--- config.mk ---
export PLATFORM = sky130hd
export DESIGN_NAME = ultrasonic_echo_ranger
export DESIGN_NICKNAME = d
export VERILOG_FILES = /design/src/hdl/uer_pkg.sv /design/src/hdl/uer_csr.sv /design/src/hdl/uer_dist.sv /design/src/hdl/uer_core.sv /design/src/hdl/ultrasonic_echo_ranger.sv
export VERILOG_INCLUDE_DIRS = /design/src /design/src/hdl
export SDC_FILE = /design/constraint.sdc
export NUM_CORES = 2
export LEC_CHECK = 0
export BUFFER_PORTS_ARGS = -buffer_cell sky130_fd_sc_hd__buf_2
export CORE_MARGIN = 2
export CORE_UTILIZATION = 55
export DETAILED_ROUTE_END_ITERATION = 8
export HOLD_SLACK_MARGIN = 0.05
export PLACE_DENSITY_LB_ADDON = 0.05
export SLEW_MARGIN = 20
export SYNTH_ARGS = -nofsm -noshare
export SYNTH_HDL_FRONTEND = slang
export SYNTH_HIERARCHICAL = 1
export SYNTH_SLANG_ARGS = --single-unit
--- constraint.sdc ---
create_clock -name clock -period 15 [get_ports clock]
set_input_delay 2.25 -clock clock [delete_from_list [all_inputs] [get_ports clock]]
set_output_delay 2.25 -clock clock [all_outputs]
set_load 0.01 [all_outputs]
--- src/hdl/ultrasonic_echo_ranger_assert.svh ---
// Assertion macros shared by the ranger modules.
// Every check samples on the rising clock edge.
`ifndef ULTRASONIC_ECHO_RANGER_ASSERT_SVH
`define ULTRASONIC_ECHO_RANGER_ASSERT_SVH

// This check is switched off while reset is high.
`define UER_ASSERT(lbl, prop, msg) \
   lbl: assert property (@(posedge clock) disable iff (reset) prop) else $error(msg);

// This check also holds during reset.
`define UER_ASSERT_ALWAYS(lbl, prop, msg) \
   lbl: assert property (@(posedge clock) prop) else $error(msg);

`endif

--- src/hdl/uer_pkg.sv ---
`default_nettype none
package uer_pkg;

   // Configuration register indexes.
   localparam logic [2:0] REG_HOLDOFF      = 3'd0;
   localparam logic [2:0] REG_TRIGGER      = 3'd1;
   localparam logic [2:0] REG_MIN_ECHO     = 3'd2;
   localparam logic [2:0] REG_MAX_ECHO     = 3'd3;
   localparam logic [2:0] REG_OFFSET       = 3'd4;
   localparam logic [2:0] REG_SCALE        = 3'd5;
   localparam logic [2:0] REG_MAX_DISTANCE = 3'd6;

   localparam int CSR_INDEX_W = 3;
   localparam int CSR_DATA_W  = 24;

   // Values after reset.
   localparam logic [19:0] HOLDOFF_RESET      = 20'd60000;
   localparam logic [7:0]  TRIGGER_RESET      = 8'd12;
   localparam logic [19:0] MIN_ECHO_RESET     = 20'd150;
   localparam logic [19:0] MAX_ECHO_RESET     = 20'd25000;
   localparam logic [23:0] OFFSET_RESET       = 24'd320340;
   localparam logic [15:0] SCALE_RESET        = 16'd1778;
   localparam logic [19:0] MAX_DISTANCE_RESET = 20'd102400;

   // Status word codes.
   localparam logic [3:0] ST_IDLE   = 4'h0;
   localparam logic [3:0] ST_PINGED = 4'h1;
   localparam logic [3:0] ST_HIGH   = 4'h2;
   localparam logic [3:0] ST_GOT    = 4'h4;
   localparam logic [3:0] ST_FAULT  = 4'h8;

   typedef struct packed {
      logic [19:0] holdoff_ticks;
      logic [7:0]  trigger_ticks;
      logic [19:0] min_echo_ticks;
      logic [19:0] max_echo_ticks;
      logic [23:0] offset_q8;
      logic [15:0] scale_q16;
      logic [19:0] max_distance_q8;
   } cfg_type;

   typedef struct packed {
      logic        trigger_level;
      logic        distance_valid;
      logic [19:0] distance_q8;
      logic        ping_started;
   } result_type;

endpackage
`default_nettype wire

--- src/hdl/uer_csr.sv ---
`default_nettype none
module uer_csr (
   input  wire logic                            clock,
   input  wire logic                            reset,
   input  wire logic                            csr_write_enable,
   input  wire logic [uer_pkg::CSR_INDEX_W-1:0] csr_index,
   input  wire logic [uer_pkg::CSR_DATA_W-1:0]  csr_write_data,
   output uer_pkg::cfg_type                     cfg
);
   import uer_pkg::*;

   cfg_type cfg_ff;
   cfg_type cfg_in;

   // Data wider than a register is cut to that register's width.
   always_comb begin
      cfg_in = cfg_ff;
      if (csr_write_enable) begin
         unique case (csr_index)
            REG_HOLDOFF:      cfg_in.holdoff_ticks   = csr_write_data[19:0];
            REG_TRIGGER:      cfg_in.trigger_ticks   = csr_write_data[7:0];
            REG_MIN_ECHO:     cfg_in.min_echo_ticks  = csr_write_data[19:0];
            REG_MAX_ECHO:     cfg_in.max_echo_ticks  = csr_write_data[19:0];
            REG_OFFSET:       cfg_in.offset_q8       = csr_write_data[23:0];
            REG_SCALE:        cfg_in.scale_q16       = csr_write_data[15:0];
            REG_MAX_DISTANCE: cfg_in.max_distance_q8 = csr_write_data[19:0];
            default:          cfg_in = cfg_ff;
         endcase
      end
   end

   always_ff @(posedge clock) begin
      if (reset) begin
         cfg_ff.holdoff_ticks   <= HOLDOFF_RESET;
         cfg_ff.trigger_ticks   <= TRIGGER_RESET;
         cfg_ff.min_echo_ticks  <= MIN_ECHO_RESET;
         cfg_ff.max_echo_ticks  <= MAX_ECHO_RESET;
         cfg_ff.offset_q8       <= OFFSET_RESET;
         cfg_ff.scale_q16       <= SCALE_RESET;
         cfg_ff.max_distance_q8 <= MAX_DISTANCE_RESET;
      end else begin
         cfg_ff <= cfg_in;
      end
   end

   assign cfg = cfg_ff;

endmodule
`default_nettype wire

--- src/hdl/uer_dist.sv ---
`default_nettype none
module uer_dist (
   input  wire logic [31:0]      width,
   input  wire uer_pkg::cfg_type cfg,
   output logic                  dist_ok,
   output logic [19:0]           dist_q8
);
   import uer_pkg::*;

   logic        in_range;
   logic [28:0] diff;
   logic        diff_neg;
   logic [43:0] prod;
   logic [27:0] dist_full;
   logic        scale_zero;

   assign in_range = (width >= {12'd0, cfg.min_echo_ticks})
                  && (width <= {12'd0, cfg.max_echo_ticks});

   // Inside the bounds the width fits 20 bits, so the difference fits 29 bits signed.
   assign diff     = {1'b0, width[19:0], 8'h00} - {5'd0, cfg.offset_q8};
   assign diff_neg = diff[28];

   assign prod       = diff[27:0] * cfg.scale_q16;
   assign dist_full  = prod[43:16];
   assign scale_zero = (cfg.scale_q16 == 16'd0);

   // A negative difference gives a negative product unless the scale is zero.
   always_comb begin
      dist_ok = 1'b0;
      dist_q8 = 20'd0;
      if (in_range) begin
         if (diff_neg) begin
            dist_ok = scale_zero;
         end else if (dist_full <= {8'd0, cfg.max_distance_q8}) begin
            dist_ok = 1'b1;
            dist_q8 = dist_full[19:0];
         end
      end
   end

endmodule
`default_nettype wire

--- src/hdl/uer_core.sv ---
`default_nettype none
`include "ultrasonic_echo_ranger_assert.svh"
module uer_core (
   input  wire logic             clock,
   input  wire logic             reset,
   input  wire logic             step,
   input  wire logic             echo_level,
   input  wire logic             read_request,
   input  wire uer_pkg::cfg_type cfg,
   output uer_pkg::result_type   result
);
   import uer_pkg::*;

   logic [31:0] tick_ff, tick_in;
   logic [3:0]  status_ff, status_in;
   logic [31:0] start_ff, start_in;
   logic [31:0] end_ff, end_in;
   logic [31:0] last_ff, last_in;
   logic [7:0]  countdown_ff, countdown_in;
   logic        echo_prev_ff, echo_prev_in;

   logic [3:0]  status_e;
   logic [31:0] start_e;
   logic [31:0] end_e;
   logic [31:0] width;
   logic        dist_ok;
   logic [19:0] dist_q8;

   // Echo edges first.
   always_comb begin
      status_e = status_ff;
      start_e  = start_ff;
      end_e    = end_ff;
      if (echo_level != echo_prev_ff) begin
         if (echo_level) begin
            if ((status_ff & ST_PINGED) != ST_IDLE) begin
               start_e  = tick_ff;
               status_e = status_ff | ST_HIGH;
            end else begin
               status_e = ST_FAULT;
            end
         end else begin
            if ((status_ff & ST_HIGH) != ST_IDLE) begin
               end_e    = tick_ff;
               status_e = status_ff | ST_GOT;
            end else begin
               status_e = ST_FAULT;
            end
         end
      end
   end

   assign width = end_e - start_e;

   uer_dist u_dist (
      .width   (width),
      .cfg     (cfg),
      .dist_ok (dist_ok),
      .dist_q8 (dist_q8)
   );

   // Then the read request, then the trigger countdown and the tick.
   always_comb begin
      logic [3:0]  st;
      logic [7:0]  cd;
      st           = status_e;
      start_in     = start_e;
      end_in       = end_e;
      last_in      = last_ff;
      cd           = countdown_ff;
      result       = '0;
      if (read_request) begin
         if (st == ST_FAULT) begin
            last_in = tick_ff;
            st      = ST_IDLE;
         end
         if ((st & ST_GOT) != ST_IDLE) begin
            st                    = ST_IDLE;
            last_in               = tick_ff;
            result.distance_valid = dist_ok;
            result.distance_q8    = dist_q8;
         end
         if (st == ST_IDLE) begin
            if ((tick_ff - last_in) >= {12'd0, cfg.holdoff_ticks}) begin
               last_in             = tick_ff;
               start_in            = 32'd0;
               end_in              = 32'd0;
               st                  = ST_PINGED;
               cd                  = cfg.trigger_ticks;
               result.ping_started = 1'b1;
            end
         end else begin
            last_in = tick_ff;
         end
      end
      result.trigger_level = (cd != 8'd0);
      countdown_in = (cd != 8'd0) ? cd - 8'd1 : cd;
      status_in    = st;
      echo_prev_in = echo_level;
      tick_in      = tick_ff + 32'd1;
   end

   always_ff @(posedge clock) begin
      if (reset) begin
         tick_ff      <= 32'd0;
         status_ff    <= ST_IDLE;
         start_ff     <= 32'd0;
         end_ff       <= 32'd0;
         last_ff      <= 32'd0;
         countdown_ff <= 8'd0;
         echo_prev_ff <= 1'b0;
      end else if (step) begin
         tick_ff      <= tick_in;
         status_ff    <= status_in;
         start_ff     <= start_in;
         end_ff       <= end_in;
         last_ff      <= last_in;
         countdown_ff <= countdown_in;
         echo_prev_ff <= echo_prev_in;
      end
   end

   `UER_ASSERT(a_fault_alone, status_ff[3] |-> (status_ff == ST_FAULT), "fault not alone")
   `UER_ASSERT(a_got_after_high, status_ff[2] |-> (&status_ff[1:0]), "echo received early")
   `UER_ASSERT(a_high_after_ping, status_ff[1] |-> status_ff[0], "echo high without a ping")

endmodule
`default_nettype wire

--- src/hdl/ultrasonic_echo_ranger.sv ---
// A request transfer is held in the input register, then its result in the response register.
// Throughput: one request per cycle; the input register frees when the response register is free.
// Each tick is handled in the single cycle it moves from the input register to the response register.
// Reset is synchronous and active high: the counters, status and trigger return to idle,
// and the configuration registers return to their documented defaults.
`default_nettype none
`include "ultrasonic_echo_ranger_assert.svh"
module ultrasonic_echo_ranger (
   input  wire logic                            clock,
   input  wire logic                            reset,
   input  wire logic                            req_valid,
   output logic                                 req_stall,
   input  wire logic                            req_echo_level,
   input  wire logic                            req_read_request,
   output logic                                 rsp_valid,
   input  wire logic                            rsp_stall,
   output logic                                 rsp_trigger_level,
   output logic                                 rsp_distance_valid,
   output logic [19:0]                          rsp_distance_q8,
   output logic                                 rsp_ping_started,
   input  wire logic                            csr_write_enable,
   input  wire logic [uer_pkg::CSR_INDEX_W-1:0] csr_index,
   input  wire logic [uer_pkg::CSR_DATA_W-1:0]  csr_write_data
);
   import uer_pkg::*;

   // The input register holds one tick sample until the response register can take
   // its result; the response register holds that result until its transfer.
   logic       in_valid_ff, in_valid_in;
   logic       in_echo_ff;
   logic       in_read_ff;
   logic       out_valid_ff, out_valid_in;
   result_type out_ff;

   logic       req_take;
   logic       out_free;
   logic       step;
   cfg_type    cfg;
   result_type result;

   uer_csr u_csr (
      .clock            (clock),
      .reset            (reset),
      .csr_write_enable (csr_write_enable),
      .csr_index        (csr_index),
      .csr_write_data   (csr_write_data),
      .cfg              (cfg)
   );

   // The response register is free when empty or when its transfer completes now.
   assign out_free  = !out_valid_ff || !rsp_stall;
   // A held tick is processed, and the ranging state advances, only when it can be passed on.
   assign step      = in_valid_ff && out_free;
   assign req_stall = in_valid_ff && !out_free;
   assign req_take  = req_valid && !req_stall;

   uer_core u_core (
      .clock        (clock),
      .reset        (reset),
      .step         (step),
      .echo_level   (in_echo_ff),
      .read_request (in_read_ff),
      .cfg          (cfg),
      .result       (result)
   );

   always_comb begin
      in_valid_in = in_valid_ff;
      if (req_take) begin
         in_valid_in = 1'b1;
      end else if (step) begin
         in_valid_in = 1'b0;
      end
      out_valid_in = out_valid_ff;
      if (step) begin
         out_valid_in = 1'b1;
      end else if (!rsp_stall) begin
         out_valid_in = 1'b0;
      end
   end

   always_ff @(posedge clock) begin
      if (reset) begin
         in_valid_ff  <= 1'b0;
         out_valid_ff <= 1'b0;
      end else begin
         in_valid_ff  <= in_valid_in;
         out_valid_ff <= out_valid_in;
      end
   end

   // Payload registers carry no reset.
   always_ff @(posedge clock) begin
      if (req_take) begin
         in_echo_ff <= req_echo_level;
         in_read_ff <= req_read_request;
      end
      if (step) begin
         out_ff <= result;
      end
   end

   assign rsp_valid          = out_valid_ff;
   assign rsp_trigger_level  = out_ff.trigger_level;
   assign rsp_distance_valid = out_ff.distance_valid;
   assign rsp_distance_q8    = out_ff.distance_q8;
   assign rsp_ping_started   = out_ff.ping_started;

   // The input side only holds off while a tick sits waiting behind a stalled response.
   `UER_ASSERT_ALWAYS(a_stall_needs_item, req_stall |-> in_valid_ff, "stall with empty input register")
   // A tick is never processed while the response register still holds an untaken result.
   `UER_ASSERT(a_no_overwrite, (out_valid_ff && rsp_stall) |-> !step, "response overwritten")
   // A distance is only reported together with the valid flag.
   `UER_ASSERT(a_distance_zero, (out_valid_ff && !out_ff.distance_valid) |-> (out_ff.distance_q8 == 20'd0), "distance without valid flag")

endmodule
`default_nettype wire
==> flow_metrics.env <==
export IMPL_post_route_util=0.5858
export IMPL_totalWireLength_mm=95.66
export IMPL_grt_usage=0.3032
export IMPL_num_vias=27100
export IMPL_yosysWarnings=6
export IMPL_total_power_mw=7.895
export IMPL_fp_dieH_um=252.3
export IMPL_synthArstFlopShare=0
export IMPL_synth_fa_ha_area_frac=0.3140
export IMPL_cts_setup_buffers=0
export IMPL_switching_power_mw=4.215
export IMPL_outcome="finished clean"
export IMPL_critPathMaxFanout=26
export IMPL_avgSynthCellArea_sq_um=8.470
export IMPL_syn_num_nets=4672
export IMPL_regArea_sq_um=6178
export IMPL_dp_hpwl_mm=73.21
export IMPL_fillCellCount=5661
export IMPL_clockPowerShare=0.112
export IMPL_synthXorXnorAreaFrac=0.03280
export IMPL_rsz0062_at_grt="false"
export IMPL_final_setup_viol_count=0
export IMPL_end_kind="flop"
export IMPL_crit_type="reg -> reg"
export IMPL_synth_area_mux_share=0.07836
export IMPL_core_area_sq_um=61370
export IMPL_grt_pass1_vias=27120
export IMPL_path_clk_slew_ns=0.06
export IMPL_initial_core_util=0.5526
export IMPL_yosys_top_cells_count="inv_1, nand2_1, fa_1, ha_1, dfxtp_1"
export IMPL_cts_tree="built"
export IMPL_maxCapViolations=0
export IMPL_place_ws_ns=1.766
export IMPL_cts_hold_buf=0
export IMPL_path_common_cell="fa_1"
export IMPL_ctsResizeCount=0
export IMPL_report_final_slew_viol_count=0
export IMPL_grt_max_degree=193
export IMPL_antenna_found_initial=1
export IMPL_wl_met1_mm=40.71
export IMPL_dr_pass1_iters=7
export IMPL_syn_cell_area_sq_um=33910
export IMPL_clock_skew_ns=0.01193
export IMPL_tightest_slew_ns=0.9365
export IMPL_dieArea_sq_um=63660
export IMPL_met3_length_mm=3.492
export IMPL_htree_levels=2
export IMPL_portBuffers=58
export IMPL_peakVddDrop_mv=0.4311
export IMPL_period_share=0.8878
export IMPL_clkLatencyLatePin_ns=0.55
export IMPL_timing_final_ws_setup_ns=1.683
export IMPL_synth_most_common_cell="inv_1"
export IMPL_grt_pass1_wl_mm=151.3
export IMPL_powerDensity_nw_per_um2=219.6
export IMPL_start_kind="flop"
export IMPL_wl_per_cell_um=20.08
export IMPL_path_buf_inv=4
export IMPL_cp_slowest_cell="a311oi_2"
export IMPL_die_w_um=252.3
export IMPL_ctsLongestPathBuffers=3
export IMPL_max_stage_delay_ns=0.60
export IMPL_ant_nets=0
export IMPL_synth_compound_area_frac=0.1013
export IMPL_syn_inst=4004
export IMPL_seq_power_share=0.105
export IMPL_cts_root_buf="clkbuf_16"
export IMPL_fin_crit_ns=13.32
export IMPL_synth_seq_cells=296
export IMPL_drc=0
export IMPL_numCtsBuffers=36
export IMPL_holdWs_ns=0.4596
export IMPL_grt_overflow=0
export IMPL_yosysSeqAreaShare=0.1821
export IMPL_min_path_type="reg -> reg"
export IMPL_synth_top_flop_cell="dfxtp_1"
export IMPL_highest_layer="met4"
export IMPL_multi_input_area_sq_um=24810
export IMPL_cts_sinks=296
export IMPL_synth_top_area_cell="fa_1"
export IMPL_p_leak_nw=17.19
export IMPL_gp_congestion=0.9382
export IMPL_fin_nets=4613
export IMPL_max_slew_margin=0.3748
export IMPL_drt_iter0_markers=1688
export IMPL_syn2layout_area_growth_pct=6.003
export IMPL_synth_top_family_by_area="adder cells"
export IMPL_crit_family="adder cells"
export IMPL_swShare=0.5339
export IMPL_cp_required_ns=15.42
export IMPL_max_freq_mhz=75.09
export IMPL_synth_simple_gate_area_share=0.2041
export IMPL_synth_top_area_share=0.2137
export IMPL_synth_edf_count=25
export IMPL_cp_arrival_ns=13.74
export IMPL_ioPinCount=59
export IMPL_intPower_mw=3.680
export IMPL_fin_setup_tns_ns=0
export IMPL_rows=91
export IMPL_synth_area_leaders="fa_1, dfxtp_1, ha_1"
export IMPL_synth_cell_types=107
export IMPL_drive_above_1_share=0.06824
export IMPL_viasPerCell=5.689
export IMPL_combPwrFrac=0.784
export IMPL_hold_viol_final=0
export IMPL_wl_met2_mm=47.90
-- sequential cells by signal, summed over array words and instances, names as in the netlist, 4 cells and up --
name / flops
u_csr/cfg: 128
u_core/end_ff: 32
u_core/last_ff: 32
u_core/start_ff: 32
u_core/tick_ff: 32
rsp_distance_q8: 20
u_core/countdown_ff: 8
u_core/status_ff: 4
-- cell type report --
cell class | instances | area share
timing repair buffer | 120 | 0.02161
multi-input combinational | 2953 | 0.6902
clock buffer | 48 | 0.02715
clock inverter | 16 | 0.005325
sequential | 296 | 0.1719
inverter | 538 | 0.05617
tap | 790 | 0.02750
antenna | 2 | 0.0001392
-- routing by layer --
layer  vias up  GRT usage
met4         0     0.1087
met1     13380     0.3771
li1      12960          -
met2       592     0.5442
met3       164    0.03172
met5         -          0
-- worst min-delay path: stages (launching register included) --
cell and delay [ns]:
dfxtp_1 0.31, nand2_1 0.06, a21oi_1 0.05
-- final timing paths --
check                                          from  cells after the start  slack (ns)                  to
worst max-delay path            u_core/echo_prev_ff                     49        1.68  rsp_distance_q8[0]
worst min-delay path              u_core/end_ff[18]                      2        0.46   u_core/end_ff[18]
worst max register to register  u_core/echo_prev_ff                     49        1.68  rsp_distance_q8[0]
worst min register to register    u_core/end_ff[18]                      2        0.46   u_core/end_ff[18]
-- power by group through the flow --
stage	sequential, mW	combinational [mW]	clock [mW]
2_1_floorplan	0.840	4.36	0
3_3_place_gp	0.844	6.16	0
3_5_place_dp	0.844	6.14	0
4_1_cts	0.827	6.18	0.901
5_1_grt	0.829	6.88	0.930
6_report	0.827	6.19	0.881
-- stage by stage --
stage / instances / cell area (sq um)
6_report: 4763 / 35950
2_1_floorplan: 4004 / 33910
4_1_cts: 4761 / 35940
3_5_place_dp: 4697 / 34770
3_3_place_gp: 4697 / 34770
5_1_grt: 4761 / 35940
-- placed cells by master (no fill, tap or decap), types with 23 or more instances in the layout --
| cell | n |
|---|---|
| nor2_1 | 229 |
| fa_1 | 362 |
| o21ai_0 | 107 |
| xnor2_1 | 71 |
| ha_1 | 272 |
| buf_2 | 57 |
| buf_4 | 61 |
| nand4_1 | 42 |
| nand2b_1 | 132 |
| mux2i_1 | 228 |
| clkbuf_16 | 36 |
| mux2_2 | 32 |
| a31oi_1 | 23 |
| nor3_1 | 29 |
| and2_1 | 196 |
| xor2_1 | 56 |
| nor2b_1 | 23 |
| edfxtp_1 | 25 |
| and3_1 | 42 |
| a21o_1 | 40 |
| inv_1 | 535 |
| a21oi_1 | 217 |
| nand2_1 | 486 |
| dfxtp_1 | 269 |
| o21a_1 | 30 |
| nand3_1 | 74 |
| or3_1 | 45 |
-- cell families after synthesis --
family | Yosys count
compound gates | 545
xor+xnor | 127
fa+ha+maj | 634
buf+inv | 755
flops | 296
mux | 261
simple gates | 1386
(Power assumes the default switching activity.)
